==> config.mk <==
export PLATFORM = sky130hd
export DESIGN_NAME = websocket_frame_deframer
export DESIGN_NICKNAME = d
export VERILOG_FILES = /design/src/rtl/core/wsdf_pkg.sv /design/src/rtl/core/wsdf_parser.sv /design/src/rtl/core/websocket_frame_deframer.sv
export SDC_FILE = /design/constraint.sdc
export NUM_CORES = 1
export LEC_CHECK = 0
export ABC_AREA = 0
export ABC_CLOCK_PERIOD_IN_PS = 3500
export BUFFER_PORTS_ARGS = -buffer_cell sky130_fd_sc_hd__buf_2
export CAP_MARGIN = 20
export CORE_MARGIN = 2
export CORE_UTILIZATION = 35
export DETAILED_ROUTE_END_ITERATION = 16
export GPL_ROUTABILITY_DRIVEN = 0
export SLEW_MARGIN = 20
export SYNTH_ARGS = -nofsm -noshare
export SYNTH_HDL_FRONTEND = slang
export SYNTH_SLANG_ARGS = --single-unit
==> constraint.sdc <==
create_clock -name clk -period 3.5 [get_ports clk]
set_input_delay 0.7 -clock clk [delete_from_list [all_inputs] [get_ports clk]]
set_output_delay 0.7 -clock clk [all_outputs]
set_load 0.02 [all_outputs]
==> src/rtl/core/wsdf_pkg.sv <==
// ----------------------------------------------------------------------------
// wsdf_pkg - shared types for the WebSocket frame deframer
// Length codes, parse phase codes and the parser-to-output-stage result word.
// ----------------------------------------------------------------------------
`default_nettype none

package wsdf_pkg;

	// Length codes carried in header byte 1
	localparam logic [6:0] LEN16_CODE = 7'd126;
	localparam logic [6:0] LEN64_CODE = 7'd127;

	// Extended length byte counts, as seen by a 3-bit wrapping counter
	localparam logic [2:0] LEN16_BYTES = 3'd2;
	localparam logic [2:0] LEN64_BYTES = 3'd0;  // eight bytes wrap to zero
	localparam logic [2:0] MASK_BYTES  = 3'd4;

	// Parse phase
	typedef enum logic [2:0] {
		PH_HDR0    = 3'd0,
		PH_HDR1    = 3'd1,
		PH_EXTLEN  = 3'd2,
		PH_MASK    = 3'd3,
		PH_PAYLOAD = 3'd4
	} phase_t;

	// One payload result from the parser
	typedef struct packed {
		logic       valid;
		logic [7:0] payload_byte;
		logic [3:0] frame_opcode;
		logic       fin_flag;
		logic       was_masked;
		logic       frame_last;
		logic       message_done;
	} result_t;

endpackage

`default_nettype wire

==> src/rtl/core/wsdf_parser.sv <==
// ----------------------------------------------------------------------------
// wsdf_parser - frame header parser and payload unmasker
// Takes one stream byte per enabled cycle, tracks the header fields and the
// remaining length, and returns the unmasked payload byte as a result.
// ----------------------------------------------------------------------------
`default_nettype none

module wsdf_parser (
	input  wire                 clk,
	input  wire                 arst_n,
	input  wire                 en,          // a byte is taken this cycle
	input  wire  [7:0]          in_byte,
	input  wire                 in_restart,
	output wsdf_pkg::result_t   res
);

	wsdf_pkg::phase_t phase_q, phase_d;
	logic [2:0]  cnt_q, cnt_d;
	logic [63:0] rem_q, rem_d;
	logic [31:0] key_q, key_d;
	logic [1:0]  mpos_q, mpos_d;
	logic [3:0]  opcode_q, opcode_d;
	logic        fin_q, fin_d;
	logic        mflag_q, mflag_d;
	logic        len64_q, len64_d;

	logic [2:0]  cnt_inc;
	logic [63:0] ext_len;
	logic        rem_zero;
	logic        rem_last;
	logic [7:0]  key_byte;
	wsdf_pkg::phase_t cur_phase;

	assign cnt_inc  = cnt_q + 3'd1;
	assign ext_len  = {rem_q[55:0], in_byte};
	assign rem_zero = (rem_q == 64'd0);
	assign rem_last = (rem_q[63:1] == 63'd0);
	assign cur_phase = in_restart ? wsdf_pkg::PH_HDR0 : phase_q;

	// Select mask key byte, first key byte in the top bits
	always_comb begin
		unique case (mpos_q)
			2'd0:    key_byte = key_q[31:24];
			2'd1:    key_byte = key_q[23:16];
			2'd2:    key_byte = key_q[15:8];
			default: key_byte = key_q[7:0];
		endcase
	end

	// Next state
	always_comb begin
		phase_d  = phase_q;
		cnt_d    = cnt_q;
		rem_d    = rem_q;
		key_d    = key_q;
		mpos_d   = mpos_q;
		opcode_d = opcode_q;
		fin_d    = fin_q;
		mflag_d  = mflag_q;
		len64_d  = len64_q;
		unique case (cur_phase)
			wsdf_pkg::PH_HDR1: begin
				mflag_d = in_byte[7];
				cnt_d   = 3'd0;
				mpos_d  = 2'd0;
				if (in_byte[6:0] == wsdf_pkg::LEN16_CODE) begin
					rem_d   = 64'd0;
					len64_d = 1'b0;
					phase_d = wsdf_pkg::PH_EXTLEN;
				end else if (in_byte[6:0] == wsdf_pkg::LEN64_CODE) begin
					rem_d   = 64'd0;
					len64_d = 1'b1;
					phase_d = wsdf_pkg::PH_EXTLEN;
				end else begin
					rem_d = {57'd0, in_byte[6:0]};
					if (in_byte[7]) begin
						key_d   = 32'd0;
						phase_d = wsdf_pkg::PH_MASK;
					end else if (in_byte[6:0] == 7'd0) begin
						phase_d = wsdf_pkg::PH_HDR0;
					end else begin
						phase_d = wsdf_pkg::PH_PAYLOAD;
					end
				end
			end
			wsdf_pkg::PH_EXTLEN: begin
				// Shift in big-endian length bytes
				rem_d = ext_len;
				cnt_d = cnt_inc;
				if (cnt_inc == (len64_q ? wsdf_pkg::LEN64_BYTES : wsdf_pkg::LEN16_BYTES)) begin
					cnt_d  = 3'd0;
					mpos_d = 2'd0;
					if (mflag_q) begin
						key_d   = 32'd0;
						phase_d = wsdf_pkg::PH_MASK;
					end else if (ext_len == 64'd0) begin
						phase_d = wsdf_pkg::PH_HDR0;
					end else begin
						phase_d = wsdf_pkg::PH_PAYLOAD;
					end
				end
			end
			wsdf_pkg::PH_MASK: begin
				key_d = {key_q[23:0], in_byte};
				cnt_d = cnt_inc;
				if (cnt_inc >= wsdf_pkg::MASK_BYTES) begin
					cnt_d   = 3'd0;
					mpos_d  = 2'd0;
					phase_d = rem_zero ? wsdf_pkg::PH_HDR0 : wsdf_pkg::PH_PAYLOAD;
				end
			end
			wsdf_pkg::PH_PAYLOAD: begin
				mpos_d = mpos_q + 2'd1;
				rem_d  = rem_q - 64'd1;
				if (rem_last) begin
					rem_d   = 64'd0;
					phase_d = wsdf_pkg::PH_HDR0;
				end
			end
			default: begin
				// Header byte zero, also on restart and unused codes
				fin_d    = in_byte[7];
				opcode_d = in_byte[3:0];
				cnt_d    = 3'd0;
				phase_d  = wsdf_pkg::PH_HDR1;
			end
		endcase
	end

	// Result for a payload byte
	always_comb begin
		res.valid        = (cur_phase == wsdf_pkg::PH_PAYLOAD);
		res.payload_byte = mflag_q ? (in_byte ^ key_byte) : in_byte;
		res.frame_opcode = opcode_q;
		res.fin_flag     = fin_q;
		res.was_masked   = mflag_q;
		res.frame_last   = rem_last;
		res.message_done = rem_last & fin_q;
	end

	// Advance parser state on each taken byte
	always_ff @(posedge clk or negedge arst_n) begin
		if (!arst_n) begin
			phase_q  <= wsdf_pkg::PH_HDR0;
			cnt_q    <= 3'd0;
			rem_q    <= 64'd0;
			key_q    <= 32'd0;
			mpos_q   <= 2'd0;
			opcode_q <= 4'd0;
			fin_q    <= 1'b0;
			mflag_q  <= 1'b0;
			len64_q  <= 1'b0;
		end else if (en) begin
			phase_q  <= phase_d;
			cnt_q    <= cnt_d;
			rem_q    <= rem_d;
			key_q    <= key_d;
			mpos_q   <= mpos_d;
			opcode_q <= opcode_d;
			fin_q    <= fin_d;
			mflag_q  <= mflag_d;
			len64_q  <= len64_d;
		end
	end

endmodule

`default_nettype wire

==> src/rtl/core/websocket_frame_deframer.sv <==
// ----------------------------------------------------------------------------
// websocket_frame_deframer - WebSocket receive-side frame deframer
// Strips frame headers from a byte stream and unmasks the payload bytes.
// ----------------------------------------------------------------------------
// Takes one stream byte per clock on the slave side while the master side keeps
// up, and delivers one word per payload byte on the master side, with opcode,
// FIN, mask and end-of-frame marks. Header, length and mask key bytes give no
// output word. A byte flows through an input register, the parser logic and an
// output register: an accepted byte is held in the input register, and its
// word is loaded into the output register once that register is free.
// Setting tuser on a byte forces it to be taken as the first header byte of a
// new frame, dropping any frame in progress. Zero-length frames consume their
// header and mask bytes and give no output.
`default_nettype none

module websocket_frame_deframer (
	input  wire        clk,
	input  wire        arst_n,
	// slave side
	input  wire        s_axis_tvalid,
	output logic       s_axis_tready,
	input  wire  [7:0] s_axis_tdata,   // [7:0] stream_byte
	input  wire  [0:0] s_axis_tuser,   // [0] restart
	// master side
	output logic       m_axis_tvalid,
	input  wire        m_axis_tready,
	output logic [7:0] m_axis_tdata,   // [7:0] payload_byte
	output logic [6:0] m_axis_tuser,   // [3:0] frame_opcode, [4] fin_flag,
	                                   // [5] was_masked, [6] message_done
	output logic       m_axis_tlast    // frame_last
);

	logic              in_valid_s1;
	logic [7:0]        in_byte_s1;
	logic              in_restart_s1;
	logic              out_free;
	logic              adv;
	wsdf_pkg::result_t res;
	logic              res_valid_s2;
	wsdf_pkg::result_t res_s2;

	// Output register can take a new word
	assign out_free      = !res_valid_s2 || m_axis_tready;
	assign adv           = in_valid_s1 && out_free;
	assign s_axis_tready = !in_valid_s1 || out_free;

	// Input register
	always_ff @(posedge clk or negedge arst_n) begin
		if (!arst_n) begin
			in_valid_s1 <= 1'b0;
		end else if (s_axis_tready) begin
			in_valid_s1 <= s_axis_tvalid;
		end
	end

	always_ff @(posedge clk) begin
		if (s_axis_tvalid && s_axis_tready) begin
			in_byte_s1    <= s_axis_tdata;
			in_restart_s1 <= s_axis_tuser[0];
		end
	end

	wsdf_parser u_parser (
		.clk        (clk),
		.arst_n     (arst_n),
		.en         (adv),
		.in_byte    (in_byte_s1),
		.in_restart (in_restart_s1),
		.res        (res)
	);

	// Output register, hold while stalled
	always_ff @(posedge clk or negedge arst_n) begin
		if (!arst_n) begin
			res_valid_s2 <= 1'b0;
		end else if (out_free) begin
			res_valid_s2 <= adv && res.valid;
		end
	end

	always_ff @(posedge clk) begin
		if (out_free && adv && res.valid) begin
			res_s2 <= res;
		end
	end

	assign m_axis_tvalid = res_valid_s2;
	assign m_axis_tdata  = res_s2.payload_byte;
	assign m_axis_tuser  = {res_s2.message_done, res_s2.was_masked, res_s2.fin_flag,
	                        res_s2.frame_opcode};
	assign m_axis_tlast  = res_s2.frame_last;

endmodule

`default_nettype wire

### Yosys cells after proc, flatten, opt, wreduce, memory -nomap -nowiden

Cells that the tools add are included.

* register bits: 138
* latch bits: 0
* memory bits (writable): 0
* ROM bits: 0
* output and inout bits: 18
* memories kept: 0

* $add $sub $neg: 3
* $mul: 0
* divide/modulo/power cells: 0
* magnitude comparators: 1
* equal/unequal tests: 16
* shift-type cells: 0
* multiplexer cells: 33
* bitwise operators: 4
* reduce and logical (&&, ||, !) cells: 27

Operator list (number)
* $pmux 64 s3: 1
* $mux 32: 5
* $logic_not 64->1: 2
* $mux 64: 2
* $pmux 32 s3: 1
* $sub 64x1->64 const B: 1
* $logic_not 63->1: 1
* $mux 3: 13
* $pmux 8 s3: 1
* $eq 7x7->1 const B: 2
* $pmux 3 s4: 1
* $pmux 3 s3: 1
* $mux 8: 1
* $ne 2x1->1 const B: 4
* $pmux 2 s4: 1
* $reduce_and 2->1: 4
* $reduce_and 4->1: 2
* $xor 8x8->8: 1
* $logic_not 7->1: 1
* $mux 7: 1
* $reduce_and 7->1: 1
* $eq 3x2->1 const B: 2
* $mux 2: 3
* $ne 2x2->1 const B: 3
* 20 further kinds: 29

### Longest topological paths before layout

* depth in word-level cells: 6
* mapped depth: 9
* mapped depth without buffers: 8

### By module

From an unflattened synthesis, not the netlist that was laid out.

* cell total of the unflattened synthesis: 808
* area total of the unflattened synthesis: 7423.4 um^2

Modules (own cells, without submodules)
* wsdf_parser: instances 1, cells each 773, area each 6563.8 um^2, sequential area each 2777.7 um^2
* websocket_frame_deframer: instances 1, cells each 35, area each 859.6 um^2, sequential area each 800.8 um^2

### Worst setup path after synthesis

No wires, ideal clock.

* path type: register to register
* start point: register u_parser.rem_q[51]
* end point: register u_parser.rem_q[62]
* library setup time: 0.071 ns
* arrival: 2.612 ns
* data required time: 3.429 ns
* slack: 0.817 ns
* cell stages (with the launch flop): 8
* period minus slack after synthesis: 2.683 ns
* path through: dfrtp_1 or4_1 or4_1 buf_2 nand2b_4 or4_4 or4_1 nand4_1

* word-level cells in the longest chain between the ends: 3
* elaborated cells between the ends (all ways): 4

Ends and longest elaborated chain
* from (decl): line wsdf_parser.sv:19 `logic [63:0] rem_q, rem_d;`
* from (signal assigned): line wsdf_parser.sv:156 `rem_q <= rem_d;`
* $sub 64x1->64 / $logic_not 63->1 (equally long branches): line wsdf_parser.sv:114, wsdf_parser.sv:37
* $mux 64 (*): line wsdf_parser.sv:115 `if (rem_last) begin`
* $pmux 64 s3 (*): line wsdf_parser.sv:61 `unique case (cur_phase)`

Mark *: on every way between the ends. The rest lies on a longest branch, timed or not.
A chain may end at the register's enable or synchronous reset.

### Worst setup path after layout

* start point: register u_parser.rem_q[28]
* end point: register u_parser.rem_q[28]

Same word-level chain as after synthesis.

==> flow_metrics.env <==
export IMPL_syn2layout_area_growth_pct=14.2
export IMPL_drive_gt1_frac=0.118
export IMPL_relSlewSlack=0.281
export IMPL_dr_pass1_iters=7
export IMPL_tns_ns=0
export IMPL_numCtsBuffers=17
export IMPL_critPathKind="reg2reg"
export IMPL_fmax_mhz=326
export IMPL_ys_warnings_count=0
export IMPL_dieArea_um2=22100
export IMPL_hold_class="in2async"
export IMPL_arrival_ns=3.36
export IMPL_cts_root_buf="clkbuf_16"
export IMPL_wirelength_um=19200
export IMPL_seqPwrFrac=0.380
export IMPL_grt_start_max_net_pins=65
export IMPL_post_cts_buffers=0
export IMPL_slew_viol_final=0
export IMPL_path_max_fanout=22
export IMPL_route_detailed_drc=0
export IMPL_viasPerCell=5.72
export IMPL_synth_edf_count=25
export IMPL_floorplan_rows=52
export IMPL_setup_violations=0
export IMPL_end_kind="flop"
export IMPL_overflow=0
export IMPL_hold_viol_final=0
export IMPL_grt_pass1_wl_um=31900
export IMPL_dpl_cell_area_um2=7780
export IMPL_clock_skew_ns=0.0113
export IMPL_fin_crit_sh=0.875
export IMPL_clock_sinks=138
export IMPL_p_sw_w=0.00271
export IMPL_final_cells=1083
export IMPL_grtUsageTotal=0.182
export IMPL_die_x_um=149
export IMPL_cts_resized=0
export IMPL_p_sw_frac=0.412
export IMPL_postSynthAreaPerCell_um2=9.30
export IMPL_ant_nets=0
export IMPL_wire_per_inst_um=17.7
export IMPL_path_cells="or4_1 -> or2_1 -> nor4_2 -> a21oi_2 -> buf_4 -> a22oi_1 -> o21ai_1"
export IMPL_timing_final_crit_period_ns=3.06
export IMPL_p_clk_frac=0.266
export IMPL_cap_violations=0
export IMPL_critical_path_buf_inv_count=1
export IMPL_peakVddDrop_mv=0.355
export IMPL_dp_cells=1051
export IMPL_p_leak_nw=3.45
export IMPL_grt_pass1_vias=5817
export IMPL_r2r_end="u_parser.rem_q[28]"
export IMPL_seq_area_frac_synth=0.489
export IMPL_routed_via_count=6198
export IMPL_synthArstFlopShare=0.819
export IMPL_path_clk_slew_ns=0.06
export IMPL_port_buffers=30
export IMPL_htreeDepth=4
export IMPL_cts_tree="built"
export IMPL_critical_path_required_ns=3.80
export IMPL_syn_area_um2=7310
export IMPL_core_um2=20400
export IMPL_slowest_stage="or4_1"
export IMPL_outcome="finished, final reports clean"
export IMPL_dp_hpwl_um=12800
export IMPL_io_pins=31
export IMPL_antenna_cells=0
export IMPL_cts_hold_buffers_added=0
export IMPL_nets=819
export IMPL_cts_max_path_buffers=2
export IMPL_r2r_setup_slack_ns=0.44
export IMPL_syn_num_nets=805
export IMPL_slowest_delay_ns=0.65
export IMPL_crit_family="simple AND/OR/NAND/NOR gates"
export IMPL_final_core_util=0.410
export IMPL_synthCells=786
export IMPL_synth_cell_type_count=57
export IMPL_worstRegToRegCells=7
export IMPL_ys_seq_elements=138
export IMPL_rsz0062_at_grt="no"
export IMPL_tightest_slew_ns=1.08
export IMPL_p_comb_frac=0.353
export IMPL_p_int_w=0.00387
export IMPL_final_area_um2=8350
export IMPL_reg2reg_from="u_parser.rem_q[28]"
export IMPL_power_density_nw_per_um2=789
export IMPL_initial_core_util=0.359
export IMPL_startpoint_type="flop"
export IMPL_drt_iter0_drc=724
export IMPL_synth_ff_type="dfrtp_1"
export IMPL_fin_total_pwr_w=0.00659
export IMPL_antenna_found_initial=0
export IMPL_die_y_um=149
export IMPL_clock_latency_ns=0.43
-- cells in the mapped netlist (all sizes together), types with 8 or more instances --
library cell  count  area share
nor2             35       0.018
nand3            17       0.012
buf               8      0.0048
nor3             30       0.023
a21o             12       0.012
o21ai            96       0.066
a21oi            20       0.014
a221o             8       0.011
edfxtp           25        0.10
a222oi            9       0.012
dfrtp           113        0.39
or3              16       0.014
xnor2            29       0.035
nor4             27       0.024
clkbuf           43       0.022
nand2           120       0.062
or4              17       0.018
inv              17      0.0087
a22oi            42       0.043
nand2b           11       0.010
nand4            11      0.0094
-- routing by layer --
layer | GRT usage | vias up | routed length (µm)
met5 | 0 | - | 0
met4 | 0.0514 | 0 | 189
met3 | 0.0411 | 14 | 974
met2 | 0.267 | 180 | 8520
met1 | 0.268 | 3053 | 9460
li1 | - | 2951 | -
-- final cells by class --
cell class                      count  area [µm²]
Multi-Input combinational cell    580        3490
Fill cell                        2006       12000
Tap cell                          270         338
Sequential cell                   138        3580
Timing Repair Buffer               46         310
Inverter                           17        63.8
Clock buffer                       20         457
Clock inverter                     12         114
-- stage by stage --
stage                     worst slack, ns  hold WS (ns)
after CTS                           0.435         0.341
after global placement              0.558         0.430
final                               0.437         0.307
after floorplan                     0.817         0.404
after detailed placement            0.443         0.433
after global routing                0.245         0.365
-- power groups by stage --
stage / clock network [W] / logic, W / registers, W
detailed placement: 0 / 0.00230 / 0.00252
global route: 0.00185 / 0.00261 / 0.00256
global placement: 0 / 0.00227 / 0.00252
floorplan: 0 / 0.00179 / 0.00230
CTS: 0.00178 / 0.00231 / 0.00249
finish: 0.00175 / 0.00233 / 0.00250
-- registers in the layout, indices dropped and copies added (netlist names) --
name               cells
in_restart_s1          1
m_axis_tlast           1
u_parser.len64_q       1
in_valid_s1            1
u_parser.mpos_q        2
m_axis_tuser           7
u_parser.cnt_q         3
u_parser.opcode_q      4
m_axis_tdata           8
m_axis_tvalid          1
u_parser.key_q        32
in_byte_s1             8
u_parser.fin_q         1
u_parser.phase_q       3
u_parser.rem_q        64
u_parser.mflag_q       1
-- worst register-to-register path, cell delays in order (launching register included) --
cell	delay, ns
dfrtp_1	0.43
or4_1	0.66
or2_1	0.33
nor4_2	0.55
a21oi_2	0.41
buf_4	0.32
a22oi_1	0.17
o21ai_1	0.08
-- cells in the final DEF (no fill, tap or decap), drive strengths merged, types with 5 or more instances in the layout --
cell type  synthesis  routed
nand2            120     120
a221o              8       8
nor4              27      27
o211ai             5       5
nand3             17      17
dfrtp            113     113
and2               7       7
ha                 6       6
mux2               7       7
o21ai             96      96
a21oi             20      20
a22oi             42      42
nand4             11      11
a21o              12      12
nand2b            11      11
nor3              30      30
nor3b              5       5
a222oi             9       9
or3               16      16
or4               17      17
clkbuf            43      20
buf                8      46
edfxtp            25      25
nor2              35      35
inv               17      20
xnor2             29      29
nand3b             5       5
o41ai              5       5
-- how the worst max path moves through the flow --
stage / from / end / slack (ns) / depth (start not counted)
floorplan: u_parser.rem_q[51] / u_parser.rem_q[62] / 0.82 / 7
finish: u_parser.rem_q[28] / u_parser.rem_q[28] / 0.44 / 7
CTS: u_parser.rem_q[28] / u_parser.rem_q[28] / 0.43 / 7
global route: u_parser.rem_q[26] / u_parser.rem_q[35] / 0.25 / 7
detailed placement: u_parser.rem_q[28] / u_parser.rem_q[28] / 0.44 / 7
global placement: u_parser.rem_q[51] / u_parser.rem_q[32] / 0.56 / 7
-- logic make-up (layout without fill, tap and decap cells) --
kind of cell / after synthesis / in the layout / share of synthesized area
XOR/XNOR: 31 / 31 / 0.0371
AO/OA/AOI/OAI: 221 / 221 / 0.196
AND/OR/NAND/NOR: 314 / 314 / 0.220
multiplexers: 8 / 8 / 0.0121
buffers and inverters: 68 / 95 / 0.0356
flip-flops: 138 / 138 / 0.489
adder cells (fa/ha/maj): 6 / 6 / 0.0103
Note: power is estimated with default switching activity, not from simulation.
